===== src/rtl/lsi_pkg.sv =====
// Shared constants, codes and control structs for the line start index block.
`timescale 1ns / 1ps

package lsi_pkg;

    localparam int MAX_LINES   = 4096;
    localparam int OFFSET_BITS = 20;
    localparam int LINE_BITS   = 13;
    localparam int CU_BITS     = 16;
    localparam int REQ_BITS    = 2;
    localparam int STATUS_BITS = 2;

    localparam logic [CU_BITS-1:0]     ASCII_MAX    = 16'h007F;
    localparam logic [CU_BITS-1:0]     NEWLINE_UNIT = 16'h000A;
    localparam logic [OFFSET_BITS-1:0] LEN_MAX      = {OFFSET_BITS{1'b1}};

    // request codes
    localparam logic [REQ_BITS-1:0] REQ_UNIT  = 2'd0;
    localparam logic [REQ_BITS-1:0] REQ_CLEAR = 2'd1;
    localparam logic [REQ_BITS-1:0] REQ_LINE  = 2'd2;
    localparam logic [REQ_BITS-1:0] REQ_COL   = 2'd3;

    // status codes
    localparam logic [STATUS_BITS-1:0] ST_OK  = 2'd0;
    localparam logic [STATUS_BITS-1:0] ST_BAD = 2'd1;
    localparam logic [STATUS_BITS-1:0] ST_OVF = 2'd2;

    // controller to datapath
    typedef struct packed {
        logic take;     // beat accepted this cycle
        logic step;     // one binary search step
        logic q2_fin;   // deliver line-for-offset result
        logic q3_hi;    // capture line start and flag, read next start
        logic q3_end;   // capture line end
        logic q3_fin;   // deliver offset-for-line result
    } t_cmd;

    // datapath to controller
    typedef struct packed {
        logic [REQ_BITS-1:0] req;
        logic                q3_bad;
        logic                srch_done;
    } t_sts;

endpackage


===== src/rtl/lsi_ctrl.sv =====
// Request sequencer: accepts beats and steps the datapath through each query.
`timescale 1ns / 1ps

module lsi_ctrl (
    input  logic          i_clk,
    input  logic          i_rst_n,
    input  logic          i_start,
    output logic          o_busy,
    output lsi_pkg::t_cmd o_cmd,
    input  lsi_pkg::t_sts i_sts
);

    localparam logic [2:0] S_IDLE  = 3'd0;
    localparam logic [2:0] S_SRCH  = 3'd1;
    localparam logic [2:0] S_Q2FIN = 3'd2;
    localparam logic [2:0] S_Q3A   = 3'd3;
    localparam logic [2:0] S_Q3B   = 3'd4;
    localparam logic [2:0] S_Q3C   = 3'd5;

    logic [2:0] r_state;
    logic [2:0] n_state;

    always_comb begin
        n_state = r_state;
        o_cmd   = '0;
        unique case (r_state)
            S_IDLE: begin
                o_cmd.take = i_start;
                if (i_start) begin
                    priority if (i_sts.req == lsi_pkg::REQ_LINE) begin
                        n_state = S_SRCH;
                    end else if (i_sts.req == lsi_pkg::REQ_COL && !i_sts.q3_bad) begin
                        n_state = S_Q3A;
                    end else begin
                        n_state = S_IDLE;
                    end
                end
            end
            S_SRCH: begin
                o_cmd.step = 1'b1;
                if (i_sts.srch_done) begin
                    n_state = S_Q2FIN;
                end
            end
            S_Q2FIN: begin
                o_cmd.q2_fin = 1'b1;
                n_state      = S_IDLE;
            end
            S_Q3A: begin
                o_cmd.q3_hi = 1'b1;
                n_state     = S_Q3B;
            end
            S_Q3B: begin
                o_cmd.q3_end = 1'b1;
                n_state      = S_Q3C;
            end
            S_Q3C: begin
                o_cmd.q3_fin = 1'b1;
                n_state      = S_IDLE;
            end
            default: begin
                n_state = S_IDLE;
            end
        endcase
    end

    always_ff @(posedge i_clk) begin
        if (!i_rst_n) begin
            r_state <= S_IDLE;
        end else begin
            r_state <= n_state;
        end
    end

    assign o_busy = (r_state != S_IDLE);

endmodule


===== config.mk =====
export PLATFORM = sky130hd
export DESIGN_NAME = lsi_ctrl
export DESIGN_NICKNAME = d
export VERILOG_FILES = /design/src/rtl/lsi_pkg.sv /design/src/rtl/lsi_ctrl.sv
export SDC_FILE = /design/constraint.sdc
export NUM_CORES = 1
export LEC_CHECK = 0
export BUFFER_PORTS_ARGS = -buffer_cell sky130_fd_sc_hd__buf_2
export CORE_AREA = 2 2 39 41
export CTS_BUF_LIST = sky130_fd_sc_hd__clkbuf_8
export DETAILED_ROUTE_END_ITERATION = 8
export DIE_AREA = 0 0 41 43
export PLACE_DENSITY = 0.43
export SETUP_SLACK_MARGIN = 0.15
export SYNTH_ARGS = -nofsm -noshare
export SYNTH_HDL_FRONTEND = slang
export SYNTH_SLANG_ARGS = --single-unit
export TNS_END_PERCENT = 10

===== constraint.sdc =====
create_clock -name i_clk -period 2.2 [get_ports i_clk]
set_input_delay 0.11 -clock i_clk [delete_from_list [all_inputs] [get_ports i_clk]]
set_output_delay 0.11 -clock i_clk [all_outputs]
set_load 0.005 [all_outputs]

==> results.tsv, run 1 <==
stage	metric	value	unit
timing	setup_tns	0	ps
timing	finClkSkew	1.337	ps
clock_network	postCtsSetupRepairBufs	0	
timing	layout_min_cycle_time	1246	ps
power_and_ir_drop	power_density	754.8	nW/um^2
setup_path	r2r_cells	3	
floorplanning	row_count	14	
cells_and_area	ff_latch_area	60.06	um^2
min_path	hp-start	i_rst_n	
clock_network	cts_sinks	3	
setup_path	critPathKind	reg -> out	
synthesis	syn_inst	22	
clock_network	clk_latency	210	ps
power_and_ir_drop	seqPwrFrac	25.4	%
floorplanning	io_pins	14	
power_and_ir_drop	pwr-share-comb	10.2	%
cells_and_area	multi_input_area	117.6	um^2
floorplanning	die_width	41	um
synthesis	syn_area_per_cell	8.247	um^2
min_path	hold_end	r_state[2]$_SDFFE_PN0P_	
cells_and_area	antenna_cells	0	
clock_network	cts_buffer_depth	2	
setup_path	cp_slowest_stage_delay	420	ps
timing	finalCritPeriodShare	56.65	%
timing	setup-violations-final	0	
power_and_ir_drop	p_clk_share	64.4	%
synthesis	syn_nets	29	
route	detail_route.wirelength	489	um
min_path	hold_path_class	in -> reg	
global_routing	grt-ovfl-total	0	
timing	maxClockFrequency	802.4	MHz
clock_network	cts.htree.levels	1	
setup_path	path_cells	inv_1 > nor3_1 > buf_2	
route	post_drt_wl_per_cell	8.891	um
global_routing	grt_pass1_vias	227	
synthesis	synth-warning-count	0	
cells_and_area	largest_reg_flops	3	
min_path	whs_path_depth	2	
clock_network	cts_tree	built	
setup_path	crit_fanout	7	
route	first_iter_violations	2	
floorplanning	start_util	13.11	%
timing	maxSlewHeadroom	83.10	%
clock_network	hold_buffers	0	
placed_design	gp_congestion	0.6677	
route	viasPerCell	4.018	
cells_and_area	fill_cells	166	
clock_network	clockRootBuffer	clkbuf_8	
clock_network	cts.reportedPaths.clkPinSlew	30	ps
setup_path	reg2reg_from	r_state[0]$_SDFFE_PN0P_	
cells_and_area	final_cell_area	311.5	um^2
setup_path	timing.rr.end	r_state[0]$_SDFFE_PN0P_	
power_and_ir_drop	power_switching	46.10	uW
power_and_ir_drop	power_leakage	0.0001559	uW
setup_path	rrSetupSlack	1110	ps
setup_path	crit_path_end_kind	output pin	
route	drcViolationCount	0	
floorplanning	coreArea	1384	um^2
synthesis	ys_ff_latch	3	
route	dr.pass1.iters	4	
synthesis	yosysSeqAreaShare	33.10	%
clock_network	cts_buffers	3	
route	vias	221	
setup_path	cp_slowest_cell	dfxtp_1	
global_routing	track_usage	7.322	%
cells_and_area	drive_gt1_share	43.59	%
power_and_ir_drop	peakVddDrop	0.0002188	V
cells_and_area	top_register	r_state	
power_and_ir_drop	power.internal	189.1	uW
cells_and_area	area_growth	71.72	%
setup_path	worstSetupStartpoint	r_state[2]$_SDFFE_PN0P_	
global_routing	antenna_found_initial	0	
flow_run	drv_cap	0	
global_routing	grt_pass1_wl	862	um
cells_and_area	nets	47	
timing	slew_viol_final	0	
synthesis	synth_area	181.4	um^2
timing	rsz0062_at_grt	false	
clock_network	cts-resized-gates	0	
timing	hold_viol	0	
floorplanning	die-area	1763	um^2
power_and_ir_drop	p_total	235.2	uW
setup_path	start_kind	register	
outcome	status	finished clean	
global_routing	grt_max_degree	9	
route	drt.antenna.violating_nets	0	
setup_path	crit_arrival	1140	ps
timing	worstMarginPinSlew	251.5	ps
placed_design	place_area	266.5	um^2
synthesis	yosysUniqueCellTypes	15	
cells_and_area	reg_top3	r_state (3)	
placed_design	io_buffers	13	
floorplanning	die_h	43	um
power_and_ir_drop	p_sw_share	19.60	%
setup_path	crit_required	2090	ps
==> critical path: cells and delay by family (launching register included) <==
family                 cells  cell delay (ps)
DFF                        1              420
buffers and inverters      2              280
and+or+nand+nor            1              220
==> cell usage in the layout, fill, tap and decap left out, drive strengths merged <==
| cell | instances |
|---|---|
| nor2 | 3 |
| a21oi | 1 |
| nor4b | 1 |
| inv | 2 |
| buf | 13 |
| nor3 | 1 |
| nor3b | 1 |
| o21a | 1 |
| a22oi | 1 |
| a21boi | 1 |
| dfxtp | 3 |
| and3 | 2 |
| nand2b | 1 |
| o21ai | 2 |
| nor4bb | 1 |
| or3 | 2 |
| clkbuf | 3 |
==> cell type report <==
class                   count  area share [%]
repair buffers             13           20.88
clock buffers               3           13.25
flip-flops and latches      3           19.28
well taps                  16           6.426
inverters                   1           1.205
multi-input cells          18           37.75
clock inverters             1           1.205
==> cells by family after synthesis <==
| logic type | share of synthesized area [%] |
|---|---|
| buffers and inverters | 2.067 |
| DFF | 33.10 |
| AOI/OAI and AO/OA | 20.69 |
| and+or+nand+nor | 44.13 |
==> cells in the mapped netlist <==
cell,n,area share [%]
or3_1,2,6.9
dfxtp_1,3,33
and3_1,2,6.9
nor3_1,1,2.8
nor2_1,3,6.2
o21ai_0,2,5.5
a22oi_1,1,4.1
nand2b_1,1,3.5
a21oi_1,1,2.8
o21a_1,1,4.1
nor4b_2,1,8.3
nor4bb_1,1,5.5
a21boi_0,1,4.1
inv_1,1,2.1
nor3b_1,1,4.1
==> layer usage <==
layer | routed length [um] | vias to the layer above | track usage, % | share of wire [%]
met5 | 0 | - | 0 | 0
met4 | 0 | 0 | 8.000 | 0
met3 | 22 | 0 | 1.571 | 4.5
met2 | 308 | 5 | 11.25 | 63
met1 | 159 | 99 | 7.051 | 33
li1 | - | 117 | - | -
==> per-stage QoR <==
step	setup WS, ps	instances	utilization [%]	hold slack, ps
2_1_floorplan	1150	22	-	227.5
3_3_place_gp	1095	51	19.26	354.1
3_5_place_dp	1108	51	19.26	354.8
4_1_cts	924.6	55	22.51	136.7
5_1_grt	851.2	55	22.51	149.0
6_report	953.7	55	22.51	132.8
==> power groups by stage <==
stage	Combinational, uW	Clock (uW)	Sequential, uW
6_report	24.0	151	59.7
3_5_place_dp	24.7	0	60.4
2_1_floorplan	11.9	0	59.8
3_3_place_gp	24.8	0	60.5
5_1_grt	27.2	163	60.5
4_1_cts	24.8	156	59.7
==> worst max-delay path by stage <==
stage | depth (start not counted) | end | slack [ps]
after floorplan | 3 | r_state[0]$_SDFFE_PN0P_ | 1150
after global placement | 3 | r_state[0]$_SDFFE_PN0P_ | 1100
after detailed placement | 3 | r_state[0]$_SDFFE_PN0P_ | 1110
after CTS | 3 | o_cmd[1] | 920
after global routing | 3 | o_cmd[1] | 850
final | 3 | o_cmd[1] | 950
Power figures use the tool's default switching activity.
==> run 2, diff against run 1 <==
--- a/config.mk
+++ b/config.mk
@@ -10,7 +10,7 @@
 export CTS_BUF_LIST = sky130_fd_sc_hd__clkbuf_8
 export DETAILED_ROUTE_END_ITERATION = 8
 export DIE_AREA = 0 0 41 43
-export PLACE_DENSITY = 0.43
+export PLACE_DENSITY = 0.44
 export SETUP_SLACK_MARGIN = 0.15
 export SYNTH_ARGS = -nofsm -noshare
 export SYNTH_HDL_FRONTEND = slang
==> constraint.sdc (replaced) <==
create_clock -name i_clk -period 1.1 [get_ports i_clk]
set_input_delay 0.055 -clock i_clk [delete_from_list [all_inputs] [get_ports i_clk]]
set_output_delay 0.055 -clock i_clk [all_outputs]
set_load 0.005 [all_outputs]
==> results.tsv, run 2 (synthesis results as in run 1) <==
stage	metric	value	unit	change
outcome	status	complete, but fails checks		
outcome	violations	negative setup slack		
global_routing	grt-ovfl-total	0		unchanged
power_and_ir_drop	p_clk_share	61.3	%	-3.1 points
clock_network	cts_buffers	3		unchanged
cells_and_area	final_cell_area	390.4	um^2	+25%
setup_path	crit_arrival	1070	ps	-70 ps
setup_path	crit_path_end_kind	output pin		
route	first_iter_violations	3		+1
timing	layout_min_cycle_time	1126	ps	
floorplanning	start_util	13.11	%	unchanged
cells_and_area	reg_top3	r_state (3)		
cells_and_area	antenna_cells	0		unchanged
power_and_ir_drop	power.internal	395.6	uW	+110%
placed_design	io_buffers	13		unchanged
flow_run	drv_cap	0		unchanged
power_and_ir_drop	peakVddDrop	0.0003931	V	+80%
power_and_ir_drop	power_switching	108.4	uW	+140%
cells_and_area	final_common_cell	buf_2		
global_routing	antenna_found_initial	0		unchanged
cells_and_area	fill_cells	155		-6.6%
power_and_ir_drop	pwr-share-comb	15.8	%	+5.6 points
timing	slew_viol_final	0		unchanged
cells_and_area	drive_gt1_share	66.67	%	+23 points
route	drcViolationCount	0		unchanged
global_routing	track_usage	7.608	%	+0.29 points
cells_and_area	largest_reg_flops	3		unchanged
route	drt.antenna.violating_nets	0		unchanged
floorplanning	die_h	43	um	unchanged
floorplanning	coreArea	1384	um^2	unchanged
power_and_ir_drop	power_leakage	0.0001835	uW	+18%
clock_network	cts_sinks	3		unchanged
setup_path	cp_slowest_cell	or3_4		
timing	hold_viol	0		unchanged
timing	finClkSkew	0.5528	ps	-0.7846 ps
timing	finalCritPeriodShare	102.3	%	
route	post_drt_wl_per_cell	11.36	um	+28%
global_routing	grt_max_degree	6		-3
placed_design	place_area	287.8	um^2	+8.0%
clock_network	cts_buffer_depth	2		unchanged
route	vias	258		+17%
setup_path	cp_slowest_stage_delay	390	ps	-30 ps
floorplanning	io_pins	14		unchanged
placed_design	gp_congestion	0.7623		+14%
clock_network	clk_latency	210	ps	about the same
timing	maxClockFrequency	888.4	MHz	
timing	post-route-worst-setup-slack	-25.65	ps	-979.3 ps
route	dr.pass1.iters	4		unchanged
clock_network	hold_buffers	0		unchanged
cells_and_area	area_growth	115.2	%	
timing	maxSlewHeadroom	84.70	%	+1.6 points
timing	rsz0062_at_grt	true		
clock_network	clockRootBuffer	clkbuf_8		
floorplanning	die-area	1763	um^2	unchanged
timing	hold_ws	82.00	ps	-50.84 ps
cells_and_area	top_register	r_state		
clock_network	cts.htree.levels	1		unchanged
setup_path	start_kind	register		
setup_path	path_cells	or3_4 > buf_6		
cells_and_area	nets	50		+6.4%
timing	worstMarginPinSlew	226.3	ps	-25.21 ps
min_path	hold_path_class	in -> reg		
clock_network	cts.reportedPaths.clkPinSlew	30	ps	about the same
setup_path	crit_required	1040	ps	-1050 ps
floorplanning	die_width	41	um	unchanged
power_and_ir_drop	p_sw_share	21.51	%	+1.9 points
power_and_ir_drop	seqPwrFrac	22.9	%	-2.5 points
timing	setup-violations-final	3		+3
clock_network	cts_tree	built		
cells_and_area	final_cell_mix	11 x buf_2, 3 x clkbuf_8, 3 x buf_6, 3 x dfxtp_4		
route	viasPerCell	4.448		+11%
floorplanning	row_count	14		unchanged
global_routing	grt_pass1_vias	228		+0.44%
placed_design	place.detailed.hpwl	428.1	um	
route	detail_route.wirelength	659	um	+35%
setup_path	crit_fanout	4		-3
setup_path	critPathKind	reg -> out		
global_routing	grt_pass1_wl	897	um	+4.1%
placed_design	pre_cts_slack	53.14	ps	-1055 ps
power_and_ir_drop	power_density	1291	nW/um^2	+71%
run 2: through the flow:
step | power (uW) | cells | setup TNS [ps] | utilization [%]
4_1_cts | 496.5 | 58 | -41.61 | 26.13
5_1_grt | 535.7 | 58 | -250.2 | 28.21
3_3_place_gp | 180.1 | 53 | -5.350 | 20.80
2_1_floorplan | 146.4 | 22 | 0 | -
6_report | 503.9 | 58 | -33.56 | 28.21
3_5_place_dp | 178.6 | 53 | 0 | 20.80
run 2: metal layers:
metal	share of wire, %	global-route usage [%]	vias to the layer above	routed length, um
met1	48	11.15	115	319
met2	41	8.438	20	270
met4	0	2.000	0	0
met3	10	5.759	0	68
li1	-	-	123	-
met5	0	0	-	0
run 2: area by class of cell:
type / count / area (um^2) / share of cell area, %
repair buffers: 16 / 103.9 / 26.60
clock inverters: 1 / 3.754 / 0.9615
multi-input cells: 18 / 146.4 / 37.50
clock buffers: 3 / 41.29 / 10.58
well taps: 16 / 20.02 / 5.128
flip-flops and latches: 3 / 71.32 / 18.27
inverters: 1 / 3.754 / 0.9615
run 2: worst paths after layout:
kind                      startpoint                 endpoint  slack [ps]  cells after the start
min reg2reg  r_state[1]$_SDFFE_PN0P_  r_state[1]$_SDFFE_PN0P_         460                      1
max reg2reg  r_state[0]$_SDFFE_PN0P_  r_state[1]$_SDFFE_PN0P_          30                      3
max          r_state[2]$_SDFFE_PN0P_                   o_busy         -30                      2
min                          i_rst_n  r_state[2]$_SDFFE_PN0P_          80                      2
run 2: worst max-delay path, delay by kind of cell, from the launching register on:
family / cells / cell delay (ps)
AND/OR/NAND/NOR: 1 / 390
buffers and inverters: 1 / 120
flip-flops: 1 / 340
run 2: timing repair:
item,CTS,global route
setup buffers,1,0
gates resized for setup,7,6
pin swaps,2,4
endpoints found under the setup margin,9,10
run 2: power groups by stage:
stage | registers (uW) | logic (uW) | clock network, uW
2_1_floorplan | 120 | 26.6 | 0
3_3_place_gp | 120 | 60.1 | 0
3_5_place_dp | 120 | 58.7 | 0
4_1_cts | 115 | 66.5 | 315
5_1_grt | 116 | 87.9 | 332
6_report | 115 | 79.5 | 309
